File: src/rtl/mspg_pkg.sv
`default_nettype none

package mspg_pkg;

  // item kinds
  localparam logic [1:0] FUNC_TICK    = 2'd0;
  localparam logic [1:0] FUNC_BLOCK   = 2'd1;
  localparam logic [1:0] FUNC_SEGMENT = 2'd2;

  // configuration register indexes
  localparam int unsigned CFG_IDX_W = 2;
  localparam logic [CFG_IDX_W-1:0] CFG_PIN_INVERT = 2'd0;
  localparam logic [CFG_IDX_W-1:0] CFG_TIME_UNIT  = 2'd1;

  localparam logic [30:0] TIME_UNIT_RESET = 31'd10000000;

  typedef struct packed {
    logic [1:0]  func;
    logic [2:0]  block_slot;
    logic [30:0] steps_x;
    logic [30:0] steps_y;
    logic [30:0] steps_z;
    logic [2:0]  dir_bits;
    logic [30:0] event_count;
    logic [7:0]  seg_steps;
    logic [30:0] phase_limit;
    logic [30:0] rate_per_tick;
  } item_t;

  typedef struct packed {
    logic               pins_update;
    logic [5:0]         pin_word;
    logic               cycle_stop;
    logic               accepted;
    logic [2:0]         ring_level;
    logic signed [31:0] pos_x;
    logic signed [31:0] pos_y;
    logic signed [31:0] pos_z;
  } result_t;

endpackage

`default_nettype wire

File: src/rtl/mspg_axis.sv
`default_nettype none

// One Bresenham axis: error term update and position follow-up.
module mspg_axis
  import mspg_pkg::*;
(
  input  wire logic               fire,
  input  wire logic [31:0]        acc_base,
  input  wire logic [30:0]        steps,
  input  wire logic [30:0]        events,
  input  wire logic               neg,
  input  wire logic signed [31:0] pos,
  output logic [31:0]             acc_next,
  output logic signed [31:0]      pos_next,
  output logic                    step
);

  logic [31:0] acc_sub;

  assign acc_sub = acc_base - {1'b0, steps};
  assign step    = fire & acc_sub[31];

  always_comb begin
    if (!fire) begin
      acc_next = acc_base;
    end else if (acc_sub[31]) begin
      acc_next = acc_sub + {1'b0, events};
    end else begin
      acc_next = acc_sub;
    end
  end

  always_comb begin
    if (!step) begin
      pos_next = pos;
    end else if (neg) begin
      pos_next = pos - 32'sd1;
    end else begin
      pos_next = pos + 32'sd1;
    end
  end

endmodule

`default_nettype wire

File: src/rtl/multi_axis_step_pulse_generator.sv
// Three-axis step pulse generator (inverse-time rate, Bresenham tracing).
// Input channel item / item_valid / item_stall carries one item per accept:
// a timer tick, a block-table write or a segment push (see func).
// Output channel result / result_valid / result_stall returns exactly one
// result item per input item, in order: pin word to drive on this tick,
// cycle stop flag, push acceptance, ring fill level and the three positions.
// Config channel cfg_valid / cfg_ready / cfg_index / cfg_data writes
// pin_invert (index 0) and time_unit (index 1); cfg_ready is always high,
// other indexes are ignored. Write config only while the block is idle.
// An accepted item is held in the input register, then processed into the
// result register, from which its result shows. Throughput: one item per
// cycle while the receiver does not stall; the whole tick update (ring
// read, block lookup, time counter subtract/reload, three axis error
// terms) is one register-to-register pass.
// Receiver stall: the result register holds; the input register still
// takes one more item, after which item_stall goes high until the result
// is taken.
// Reset (rst, synchronous): ring empty, counters, positions and pending
// pins cleared, pin_invert 0, time_unit 10000000. Block table and ring
// contents are not cleared.
`default_nettype none

module multi_axis_step_pulse_generator
  import mspg_pkg::*;
#(
  parameter int RING_SLOTS  = 6,
  parameter int BLOCK_SLOTS = 5
) (
  input  wire logic                 clk,
  input  wire logic                 rst,
  input  wire logic                 item_valid,
  output logic                      item_stall,
  input  wire item_t                item,
  output logic                      result_valid,
  input  wire logic                 result_stall,
  output result_t                   result,
  input  wire logic                 cfg_valid,
  output logic                      cfg_ready,
  input  wire logic [CFG_IDX_W-1:0] cfg_index,
  input  wire logic [30:0]          cfg_data
);

  localparam int RAW    = $clog2(RING_SLOTS);
  localparam int BLK_AW = (BLOCK_SLOTS > 1) ? $clog2(BLOCK_SLOTS) : 1;

  // config registers
  logic [5:0]  pin_invert;
  logic [30:0] time_unit;

  assign cfg_ready = 1'b1;

  always_ff @(posedge clk) begin
    if (rst) begin
      pin_invert <= '0;
      time_unit  <= TIME_UNIT_RESET;
    end else if (cfg_valid && cfg_ready) begin
      if (cfg_index == CFG_PIN_INVERT) begin
        pin_invert <= cfg_data[5:0];
      end
      if (cfg_index == CFG_TIME_UNIT) begin
        time_unit <= cfg_data;
      end
    end
  end

  // input register and handshake
  item_t item_q;
  logic  item_q_valid;
  logic  advance;

  assign advance    = item_q_valid && (!result_valid || !result_stall);
  assign item_stall = item_q_valid && !advance;

  always_ff @(posedge clk) begin
    if (rst) begin
      item_q_valid <= 1'b0;
    end else if (item_valid && !item_stall) begin
      item_q_valid <= 1'b1;
    end else if (advance) begin
      item_q_valid <= 1'b0;
    end
  end

  always_ff @(posedge clk) begin
    if (item_valid && !item_stall) begin
      item_q <= item;
    end
  end

  // block table, one read port at the effective slot
  logic [30:0] blk_steps_x [BLOCK_SLOTS];
  logic [30:0] blk_steps_y [BLOCK_SLOTS];
  logic [30:0] blk_steps_z [BLOCK_SLOTS];
  logic [2:0]  blk_dirs    [BLOCK_SLOTS];
  logic [30:0] blk_events  [BLOCK_SLOTS];

  // segment ring, written at head, read at tail
  logic [7:0]  seg_count_store [RING_SLOTS];
  logic [2:0]  seg_slot_store  [RING_SLOTS];
  logic [30:0] seg_phase_store [RING_SLOTS];
  logic [30:0] seg_rate_store  [RING_SLOTS];

  // execution state
  logic [RAW-1:0]     ring_head, ring_head_next;
  logic [RAW-1:0]     ring_tail, ring_tail_next;
  logic               seg_active, seg_active_next;
  logic [7:0]         steps_left, steps_left_next;
  logic [2:0]         cur_slot, cur_slot_next;
  logic [31:0]        acc_x, acc_x_next;
  logic [31:0]        acc_y, acc_y_next;
  logic [31:0]        acc_z, acc_z_next;
  logic [31:0]        time_acc, time_acc_next;
  logic [5:0]         pending_pins, pending_pins_next;
  logic               pending_flag, pending_flag_next;
  logic signed [31:0] pos_x, pos_x_next;
  logic signed [31:0] pos_y, pos_y_next;
  logic signed [31:0] pos_z, pos_z_next;

  // ring pointers
  logic [RAW-1:0] head_inc, tail_inc;
  logic           ring_empty, ring_full;

  assign head_inc   = (ring_head == RAW'(RING_SLOTS - 1)) ? '0 : ring_head + 1'b1;
  assign tail_inc   = (ring_tail == RAW'(RING_SLOTS - 1)) ? '0 : ring_tail + 1'b1;
  assign ring_empty = (ring_head == ring_tail);
  assign ring_full  = (head_inc == ring_tail);

  // tick datapath
  logic              is_tick, loading, new_blk, run, fire, retire;
  logic [2:0]        eff_slot;
  logic              slot_ok;
  logic [BLK_AW-1:0] rd_idx;
  logic [30:0]       rd_steps_x, rd_steps_y, rd_steps_z, rd_events;
  logic [2:0]        rd_dirs;
  logic [7:0]        steps_base, steps_after;
  logic [31:0]       acc_init, acc_x_base, acc_y_base, acc_z_base;
  logic [31:0]       time_base, time_dec, time_new;
  logic [2:0]        step_bits;
  logic [31:0]       axs_acc_x, axs_acc_y, axs_acc_z;
  logic signed [31:0] axs_pos_x, axs_pos_y, axs_pos_z;

  assign is_tick  = (item_q.func == FUNC_TICK);
  assign loading  = !seg_active && !ring_empty;
  assign run      = seg_active || loading;
  assign eff_slot = loading ? seg_slot_store[ring_tail] : cur_slot;
  assign new_blk  = loading && (cur_slot != seg_slot_store[ring_tail]);

  // slots past the table read as all-zero block data
  assign slot_ok    = (32'(eff_slot) < BLOCK_SLOTS);
  assign rd_idx     = BLK_AW'(eff_slot);
  assign rd_steps_x = slot_ok ? blk_steps_x[rd_idx] : '0;
  assign rd_steps_y = slot_ok ? blk_steps_y[rd_idx] : '0;
  assign rd_steps_z = slot_ok ? blk_steps_z[rd_idx] : '0;
  assign rd_dirs    = slot_ok ? blk_dirs[rd_idx]    : '0;
  assign rd_events  = slot_ok ? blk_events[rd_idx]  : '0;

  assign steps_base = loading ? seg_count_store[ring_tail] : steps_left;
  assign acc_init   = {2'b00, rd_events[30:1]};
  assign acc_x_base = new_blk ? acc_init : acc_x;
  assign acc_y_base = new_blk ? acc_init : acc_y;
  assign acc_z_base = new_blk ? acc_init : acc_z;
  assign time_base  = new_blk ? {1'b0, time_unit} : time_acc;

  assign time_dec    = time_base - {1'b0, seg_rate_store[ring_tail]};
  assign fire        = run && time_dec[31] && (steps_base != '0);
  assign time_new    = fire ? time_dec + {1'b0, time_unit} : time_dec;
  assign steps_after = fire ? steps_base - 8'd1 : steps_base;
  assign retire      = run && (steps_after == '0) &&
                       (time_new[31] || ({1'b0, seg_phase_store[ring_tail]} > time_new));

  mspg_axis u_axis_x (
    .fire     (fire),
    .acc_base (acc_x_base),
    .steps    (rd_steps_x),
    .events   (rd_events),
    .neg      (rd_dirs[0]),
    .pos      (pos_x),
    .acc_next (axs_acc_x),
    .pos_next (axs_pos_x),
    .step     (step_bits[0])
  );

  mspg_axis u_axis_y (
    .fire     (fire),
    .acc_base (acc_y_base),
    .steps    (rd_steps_y),
    .events   (rd_events),
    .neg      (rd_dirs[1]),
    .pos      (pos_y),
    .acc_next (axs_acc_y),
    .pos_next (axs_pos_y),
    .step     (step_bits[1])
  );

  mspg_axis u_axis_z (
    .fire     (fire),
    .acc_base (acc_z_base),
    .steps    (rd_steps_z),
    .events   (rd_events),
    .neg      (rd_dirs[2]),
    .pos      (pos_z),
    .acc_next (axs_acc_z),
    .pos_next (axs_pos_z),
    .step     (step_bits[2])
  );

  // next state and result
  result_t res;
  logic    wr_block, wr_segment;
  logic [RAW:0] level;

  always_comb begin
    ring_head_next    = ring_head;
    ring_tail_next    = ring_tail;
    seg_active_next   = seg_active;
    steps_left_next   = steps_left;
    cur_slot_next     = cur_slot;
    acc_x_next        = acc_x;
    acc_y_next        = acc_y;
    acc_z_next        = acc_z;
    time_acc_next     = time_acc;
    pending_pins_next = pending_pins;
    pending_flag_next = pending_flag;
    pos_x_next        = pos_x;
    pos_y_next        = pos_y;
    pos_z_next        = pos_z;
    wr_block          = 1'b0;
    wr_segment        = 1'b0;
    res               = '0;
    res.accepted      = 1'b1;

    unique case (item_q.func)
      FUNC_TICK: begin
        // drive what the previous tick queued
        if (pending_flag) begin
          res.pins_update = 1'b1;
          res.pin_word    = pending_pins;
        end
        pending_flag_next = 1'b0;
        if (!run) begin
          res.cycle_stop = 1'b1;
        end else begin
          cur_slot_next = eff_slot;
          acc_x_next    = axs_acc_x;
          acc_y_next    = axs_acc_y;
          acc_z_next    = axs_acc_z;
          time_acc_next = time_new;
          pos_x_next    = axs_pos_x;
          pos_y_next    = axs_pos_y;
          pos_z_next    = axs_pos_z;
          steps_left_next = steps_after;
          if (fire) begin
            pending_pins_next = {rd_dirs, step_bits} ^ pin_invert;
            pending_flag_next = 1'b1;
          end else if (new_blk) begin
            // direction setup ahead of the first step of a new block
            pending_pins_next = {rd_dirs, 3'b000} ^ pin_invert;
            pending_flag_next = 1'b1;
          end
          if (retire) begin
            seg_active_next = 1'b0;
            ring_tail_next  = tail_inc;
          end else begin
            seg_active_next = 1'b1;
          end
        end
      end
      FUNC_BLOCK: begin
        wr_block = (32'(item_q.block_slot) < BLOCK_SLOTS);
      end
      FUNC_SEGMENT: begin
        if (ring_full) begin
          res.accepted = 1'b0;
        end else begin
          wr_segment     = 1'b1;
          ring_head_next = head_inc;
        end
      end
      default: begin
      end
    endcase

    if (ring_head_next >= ring_tail_next) begin
      level = {1'b0, ring_head_next} - {1'b0, ring_tail_next};
    end else begin
      level = {1'b0, ring_head_next} + (RAW + 1)'(RING_SLOTS) - {1'b0, ring_tail_next};
    end
    res.ring_level = 3'(level);
    res.pos_x      = pos_x_next;
    res.pos_y      = pos_y_next;
    res.pos_z      = pos_z_next;
  end

  always_ff @(posedge clk) begin
    if (rst) begin
      ring_head    <= '0;
      ring_tail    <= '0;
      seg_active   <= 1'b0;
      steps_left   <= '0;
      cur_slot     <= '0;
      acc_x        <= '0;
      acc_y        <= '0;
      acc_z        <= '0;
      time_acc     <= '0;
      pending_pins <= '0;
      pending_flag <= 1'b0;
      pos_x        <= '0;
      pos_y        <= '0;
      pos_z        <= '0;
    end else if (advance) begin
      ring_head    <= ring_head_next;
      ring_tail    <= ring_tail_next;
      seg_active   <= seg_active_next;
      steps_left   <= steps_left_next;
      cur_slot     <= cur_slot_next;
      acc_x        <= acc_x_next;
      acc_y        <= acc_y_next;
      acc_z        <= acc_z_next;
      time_acc     <= time_acc_next;
      pending_pins <= pending_pins_next;
      pending_flag <= pending_flag_next;
      pos_x        <= pos_x_next;
      pos_y        <= pos_y_next;
      pos_z        <= pos_z_next;
    end
  end

  // table and ring storage, no reset
  always_ff @(posedge clk) begin
    if (advance && wr_block) begin
      blk_steps_x[BLK_AW'(item_q.block_slot)] <= item_q.steps_x;
      blk_steps_y[BLK_AW'(item_q.block_slot)] <= item_q.steps_y;
      blk_steps_z[BLK_AW'(item_q.block_slot)] <= item_q.steps_z;
      blk_dirs[BLK_AW'(item_q.block_slot)]    <= item_q.dir_bits;
      blk_events[BLK_AW'(item_q.block_slot)]  <= item_q.event_count;
    end
    if (advance && wr_segment) begin
      seg_count_store[ring_head] <= item_q.seg_steps;
      seg_slot_store[ring_head]  <= item_q.block_slot;
      seg_phase_store[ring_head] <= item_q.phase_limit;
      seg_rate_store[ring_head]  <= item_q.rate_per_tick;
    end
  end

  // result register
  always_ff @(posedge clk) begin
    if (rst) begin
      result_valid <= 1'b0;
    end else if (advance) begin
      result_valid <= 1'b1;
    end else if (!result_stall) begin
      result_valid <= 1'b0;
    end
  end

  always_ff @(posedge clk) begin
    if (advance) begin
      result <= res;
    end
  end

  // an active segment always sits in the ring
  a_active_in_ring: assert property (@(posedge clk) disable iff (rst)
    seg_active |-> !ring_empty)
    else $error("active segment with empty ring");

  // pending pins are only queued by a processed tick
  a_pending_src: assert property (@(posedge clk) disable iff (rst)
    $rose(pending_flag) |-> $past(advance && item_q.func == FUNC_TICK))
    else $error("pending pins set outside a tick");

  // the tail moves only on a processed tick
  a_tail_src: assert property (@(posedge clk) disable iff (rst)
    (ring_tail != $past(ring_tail)) |-> $past(advance && item_q.func == FUNC_TICK))
    else $error("ring tail moved outside a tick");

  // an idle tick on an empty ring reports cycle stop
  a_stop: assert property (@(posedge clk) disable iff (rst)
    (advance && is_tick && !seg_active && ring_empty) |=> result.cycle_stop)
    else $error("missing cycle stop");

endmodule

`default_nettype wire

File: config.mk
export PLATFORM = sky130hd
export DESIGN_NAME = multi_axis_step_pulse_generator
export DESIGN_NICKNAME = d
export VERILOG_FILES = /design/src/rtl/mspg_pkg.sv /design/src/rtl/mspg_axis.sv /design/src/rtl/multi_axis_step_pulse_generator.sv
export SDC_FILE = /design/constraint.sdc
export NUM_CORES = 2
export LEC_CHECK = 0
export BUFFER_PORTS_ARGS = -buffer_cell sky130_fd_sc_hd__buf_4
export CAP_MARGIN = 10
export CORE_ASPECT_RATIO = 1.25
export CORE_UTILIZATION = 47
export CTS_CLUSTER_DIAMETER = 100
export DETAILED_ROUTE_END_ITERATION = 16
export PLACE_DENSITY = 0.71
export SLEW_MARGIN = 20
export SYNTH_ARGS = -nofsm -noshare
export SYNTH_HDL_FRONTEND = slang
export SYNTH_HIERARCHICAL = 1
export SYNTH_SLANG_ARGS = --single-unit
File: constraint.sdc
create_clock -name clk -period 26.7 [get_ports clk]
set_input_delay 2.67 -clock clk [delete_from_list [all_inputs] [get_ports clk]]
set_output_delay 2.67 -clock clk [all_outputs]
set_load 0.02 [all_outputs]
# [Yosys cells after proc, flatten, opt, wreduce, memory -nomap -nowiden]
# Memory sizes are Yosys's and may differ from the RTL's. A register that Yosys moved wholly into a read port is not among the register bits.
# Index checks and enable logic that the tools add are counted.
[classes] n_addsub=20 magnitude_cmp=4 eq_ne=9 n_mux=66 bitwise=5 reduce_logical=32
[ops] operator="32-bit two-way mux" count=23
[ops] operator="32-bit by 31-bit adder with 32-bit output" count=4
[ops] operator="32-bit by 31-bit subtractor with 32-bit output" count=4
[ops] operator="31-bit two-way mux" count=4
[ops] operator="32-bit by 2-bit adder with 32-bit output (second input constant)" count=3
[ops] operator="32-bit by 2-bit subtractor with 32-bit output (second input constant)" count=3
[ops] operator="3-bit two-way mux" count=18
[ops] operator="31-bit by 32-bit greater-than comparator with 1-bit output" count=1
[ops] operator="1-bit two-way mux" count=16
[ops] operator="8-bit two-way mux" count=2
[ops] operator="6-bit two-way mux" count=2
[ops] operator="6-bit XOR" count=2
[ops] operator="1-bit logical AND" count=11
[ops] operator="8-bit logical NOT" count=1
[ops] operator="2-bit AND reduction" count=4
[ops] operator="8-bit nonzero test" count=1
[ops] operator="8-bit by 1-bit subtractor with 8-bit output (second input constant)" count=1
[ops] operator="7-bit two-way mux" count=1
[ops] operator="3-bit by 1-bit adder with 3-bit output (second input constant)" count=2
[ops] operator="3-bit == test" count=2
[ops] operator="3-bit == test (second input constant)" count=2
[ops] operator="1-bit logical NOT" count=6
[ops] operator="3-bit < comparator (second input constant)" count=2
[ops] operator="3-bit subtractor" count=2
[ops] operator="12 further kinds" count=19
[totals] ff_bits=598 ram_bits=1073 in_bits=240 out_inout_bits=111 mem_count=9
[memory_table] memory="seg_phase_store" words=6 width=31 rd=1 rd_ports_with_merged_regs=1 write_ports=1 line="multi_axis_step_pulse_generator.sv:100" rtl="logic [30:0] seg_phase_store [RING_SLOTS];"
[memory_table] memory="seg_rate_store" words=6 width=31 rd=1 rd_ports_with_merged_regs=1 write_ports=1 line="multi_axis_step_pulse_generator.sv:101" rtl="logic [30:0] seg_rate_store [RING_SLOTS];"
[memory_table] memory="blk_events" words=5 width=31 rd=1 rd_ports_with_merged_regs=0 write_ports=1 line="multi_axis_step_pulse_generator.sv:95" rtl="logic [30:0] blk_events [BLOCK_SLOTS];"
[memory_table] memory="blk_steps_x" words=5 width=31 rd=1 rd_ports_with_merged_regs=0 write_ports=1 line="multi_axis_step_pulse_generator.sv:91" rtl="logic [30:0] blk_steps_x [BLOCK_SLOTS];"
[memory_table] memory="blk_steps_y" words=5 width=31 rd=1 rd_ports_with_merged_regs=0 write_ports=1 line="multi_axis_step_pulse_generator.sv:92" rtl="logic [30:0] blk_steps_y [BLOCK_SLOTS];"
[memory_table] memory="blk_steps_z" words=5 width=31 rd=1 rd_ports_with_merged_regs=0 write_ports=1 line="multi_axis_step_pulse_generator.sv:93" rtl="logic [30:0] blk_steps_z [BLOCK_SLOTS];"
[memory_table] memory="+3 memories"

# [Depth between registers and ports, before layout]
[depth] word_depth=17 ltp_mapped=47 ltp_nobuf=43

# [Modules after synthesis]
# Netlist, hierarchy kept.
[modules_own_cells] module="multi_axis_step_pulse_generator" instances=1 cells_each=4406 area_per_inst_um2=66442.5 seq_area_each_um2=47355.4
[modules_own_cells] module="mspg_axis at u_axis_z" instances=1 cells_each=873 area_per_inst_um2=5893.2 seq_area_each_um2=0.0
[modules_own_cells] module="mspg_axis at u_axis_y" instances=1 cells_each=879 area_per_inst_um2=5836.8 seq_area_each_um2=0.0
[modules_own_cells] module="mspg_axis at u_axis_x" instances=1 cells_each=856 area_per_inst_um2=5724.2 seq_area_each_um2=0.0

# [Least setup slack after synthesis]
# OpenSTA, ideal clock, no wires.
[synth_timing] path_type="input-to-reg" from="input port result_stall" to="memory blk_dirs[4][0] (enable)" setup_ns=0.968 t_arrival_ns=19.390 t_required_ns=25.732 path_slack_ns=6.342 cell_stages=5 path_buffers=1 path_cell_list="nand2_1 and2_1 clkbuf_1 nand3b_1 nor4b_1"
[synth_via] elab_chain_cells=6
[synth_lines] element="start: declaration" line="multi_axis_step_pulse_generator.sv:35" rtl="input wire logic result_stall,"
[synth_lines] element="1-bit logical NOT"
[synth_lines] element="1-bit logical OR" line="multi_axis_step_pulse_generator.sv:71" rtl="assign advance = item_q_valid && (!result_valid || !result_stall);"
[synth_lines] element="1-bit logical AND" line="multi_axis_step_pulse_generator.sv:71"
[synth_lines] element="via advance" line="multi_axis_step_pulse_generator.sv:69" rtl="logic advance;"
[synth_lines] element="1-bit logical AND" line="multi_axis_step_pulse_generator.sv:330" rtl="if (advance && wr_block) begin"
[synth_lines] element="1-bit two-way mux" line="multi_axis_step_pulse_generator.sv:330"
[synth_lines] element="1-bit two-way mux (implied by the code)" line="multi_axis_step_pulse_generator.sv:334" rtl="blk_dirs[BLK_AW'(item_q.block_slot)] <= item_q.dir_bits;"
[synth_lines] element="end: declaration" line="multi_axis_step_pulse_generator.sv:94" rtl="logic [2:0] blk_dirs [BLOCK_SLOTS];"
# The timed path passes the listed nets, and every way through them passes these cells.

==> summary.txt <==
Setup path
  – Crit Path Max Fanout: 36
  – Reg2Reg Capture Point: result[98]
  – Critical Setup Path Class: reg2reg
  – FF-to-FF setup slack: 15.41 ns
  – Critical Path Start Type: register
  – R2R depth: 43
  – CP endpoint: result[98]
  – Slowest stage delay, CP: 0.63 ns
  – Setup crit end kind: register
  – Worst path slowest cell: dfxtp_4
  – Crit path DAT: 11.86 ns
  – Worst endpoint required time: 27.28 ns

CTS
  – Setup Buffers After CTS: 0
  – Max H-tree Level: 4
  – TritonCTS Buffers: 163
  – Clock tree sinks: 1674
  – Clock tree from TritonCTS: done
  – CTS resizes: 0
  – CTS Buffer Depth: 3
  – Worst skew pair latency: 0.83 ns
  – Root buf cell: clkbuf_16
  – CTS hold repair buffers: 0
  – Worst-path clk slew: 0.07 ns

Global route
  – Largest net degree at the start of global routing: 128
  – Gr usage total: 0.234
  – Vias in the first global route: 55.2k
  – Initial antenna violation count: 9
  – First-pass GRT wire length: 327000 um
  – Grt ovf: 0

STA
  – Final Cycle Share: 0.423
  – Slew @ Worst Pin: 1.28 ns
  – Minimum clock period: 11.29 ns
  – Sum Neg Setup Slack: 0 ns
  – Skew final: 0.0568 ns
  – Pins over their slew limit: 0
  – Max frequency: 0.0886 GHz
  – Fin. Hold Viols: 0
  – RSZ-0062 raised after global routing: no
  – Max-slew headroom: 0.144
  – Final Setup Violations: 0

Cells and area
  – Share of layout cells above drive strength 1: 0.145
  – Synth-to-layout area growth: 12.5%
  – Nets: 7918
  – Fill count: 15.0k
  – Fin cells: 9775

Worst hold path
  – Worst Hold Class: reg2reg

Job
  – Maxcap violations: 0

Placed design
  – Post-DP HPWL: 145000 um
  – Port bufs: 349
  – RePlAce Congestion: 0.917
  – Placed Instances: 9472

Power and ir drop
  – Maximum vdd drop: 0.0524 mV
  – Power Density: 62.7 nW/um^2
  – Static leakage: 0.0351 uW

Floorplan
  – Initial Util: 0.473
  – # rows: 173
  – Die width: 380 um
  – Io pins: 351
  – Die ar.: 180000 sq um
  – Core ar.: 177000 sq um
  – Die Height: 474 um

Route
  – Drt wl/cell: 21.9 um
  – DRT Pass-1 Iters: 13
  – Vias per cell: 5.80
  – DR iter-0 viols: 4545
  – Total Wirelength: 214000 um
  – Via count: 56.7k
  – Routed Antenna Nets: 0
  – DRC: 4

Status
  – Failing checks: design-rule violations
  – Status: finished with violations

Synth
  – Mapped Area: 83900 sq um
  – Top FF cell, synth: edfxtp_1
  – Post-synthesis sequential area ratio: 0.564
  – Ys Warns: 6
  – Async SR Flop Fraction: 0
  – Post-synthesis cell type count: 112
  – Avg Cell Area, Syn: 12.0 sq um
  – Number of synthesized flops with an enable pin: 1383
  – Post-Syn Instances: 7014
  – Syn_nets: 7656
  – #FFs+latches synth: 1674
cells in the mapped netlist, types with 38 or more instances:
master    instances  area [sq um]
mux2_2          119          1340
dfxtp_1         291          5830
nor2b_1          49           307
a21oi_1         663          3320
nand3_1          61           305
a22o_1          129          1130
xnor2_1         180          1580
o21ai_0         270          1350
nor3_1           53           265
o21bai_1         44           330
mux4_2          198          4460
nand2b_1         45           282
mux2i_1         145          1450
a211oi_1         72           541
clkbuf_1        224           841
ha_1            390          4880
a21o_1          171          1280
nand4_1          47           294
xor2_1          131          1150
o21a_1           46           345
nor2_1          628          2360
buf_1            38           143
inv_1           192           721
edfxtp_1       1383         41500
nand2_1         890          3340
a31oi_1          43           269
placed cells by master, fill, tap and decap left out, types with 23 or more instances in the layout:
cell type | synthesis | routed
o21a_1 | 46 | 46
a21oi_1 | 663 | 661
nor2_1 | 628 | 622
buf_4 | 7 | 409
nand2_1 | 890 | 888
a22o_1 | 129 | 129
dfxtp_1 | 291 | 288
mux2i_1 | 145 | 145
xnor2_1 | 180 | 180
o21ai_0 | 270 | 268
and2_1 | 30 | 29
inv_1 | 192 | 191
ha_1 | 390 | 390
nor3_1 | 53 | 50
a31oi_1 | 43 | 43
clkinv_1 | 1 | 23
o21ai_1 | 31 | 31
mux4_2 | 198 | 198
edfxtp_1 | 1383 | 1383
o21bai_1 | 44 | 44
nand4_1 | 47 | 47
a211oi_1 | 72 | 72
clkbuf_16 | 0 | 168
o211ai_1 | 27 | 27
and3_1 | 35 | 34
xor2_1 | 131 | 131
clkbuf_1 | 224 | 38
mux2_2 | 119 | 119
a21o_1 | 171 | 171
nand2b_1 | 45 | 45
nor2b_1 | 49 | 48
nand3_1 | 61 | 60
cell type report:
class | instances | area (sq um) | area share
timing repair buffer | 419 | 3270 | 0.0346
tap | 2362 | 2960 | 0.0313
sequential | 1674 | 47400 | 0.502
multi-input combinational | 4822 | 34600 | 0.367
inverter | 196 | 741 | 0.00785
clock inverter | 86 | 955 | 0.0101
antenna | 2 | 5.00 | 0.0000530
clock buffer | 214 | 4460 | 0.0472
cell families (layout without fill, tap and decap cells):
logic type               Yosys count  count (layout)  synth area share
XOR/XNOR                         313             313            0.0329
flip-flops                      1674            1674             0.564
AO/OA/AOI/OAI                   1703            1703             0.130
multiplexers                     470             470            0.0875
AND/OR/NAND/NOR                 1933            1933            0.0990
buffers and inverters            518             915            0.0251
adder cells (fa/ha/maj)          402             402            0.0610
other                              1               3         0.0000447
state kept, by name, indices dropped and copies added (netlist names), 6 cells and up, named ones only:
name,flops
item_q,202
seg_phase_store,186
seg_rate_store,186
blk_events,155
blk_steps_x,155
blk_steps_y,155
blk_steps_z,155
result,108
seg_count_store,48
acc_x,32
acc_y,32
acc_z,32
pos_x,32
pos_y,32
pos_z,32
time_acc,32
time_unit,31
seg_slot_store,18
blk_dirs,15
steps_left,8
pending_pins,6
pin_invert,6
worst max-delay path: cells and delay by family, from the launching register on:
kind	cells	cell delay, ns
buf+inv	2	0.96
fa+ha+maj	5	1.42
simple gates	9	1.32
mux	5	1.64
compound gates	20	4.67
flops	1	0.63
xor+xnor	2	0.30
how the worst min path moves through the flow:
| stage | startpoint | endpoint | slack, ns | cells past startpoint |
|---|---|---|---|---|
| 3_5_place_dp | acc_x[2] | acc_x[2] | 0.45 | 2 |
| 3_3_place_gp | steps_left[3] | steps_left[3] | 0.44 | 2 |
| 5_1_grt | acc_x[2] | acc_x[2] | 0.47 | 2 |
| 4_1_cts | acc_x[2] | acc_x[2] | 0.45 | 2 |
| 6_report | acc_x[22] | acc_x[22] | 0.45 | 2 |
| 2_1_floorplan | steps_left[6] | steps_left[6] | 0.43 | 2 |
power by group:
group / total (uW) / internal, uW / leakage (uW) / switching [uW]
Clock: 2310 / 1290 / 0.00260 / 1030
Sequential: 2900 / 2860 / 0.0150 / 35.6
Combinational: 711 / 285 / 0.0175 / 426
routing by layer:
layer / vias up / GRT usage / wire length [um]
li1: 26700 / - / -
met1: 28100 / 0.335 / 97600
met2: 1705 / 0.375 / 99200
met3: 269 / 0.0302 / 12500
met4: 8 / 0.0630 / 4610
met5: - / 0 / 47
per-stage QoR:
step                      hold slack (ns)  total power (uW)  cell area (sq um)  utilization  setup slack, ns
after floorplan                     0.431              3450              83900            -             6.34
after global placement              0.439              3640              88900        0.501            15.64
after detailed placement            0.447              3650              88900        0.501            15.51
after CTS                           0.455              5960              94300        0.531            15.46
after global routing                0.470              6130              94400        0.532            14.77
final                               0.454              5920              94400        0.532            15.41
(Power assumes the default switching activity.)
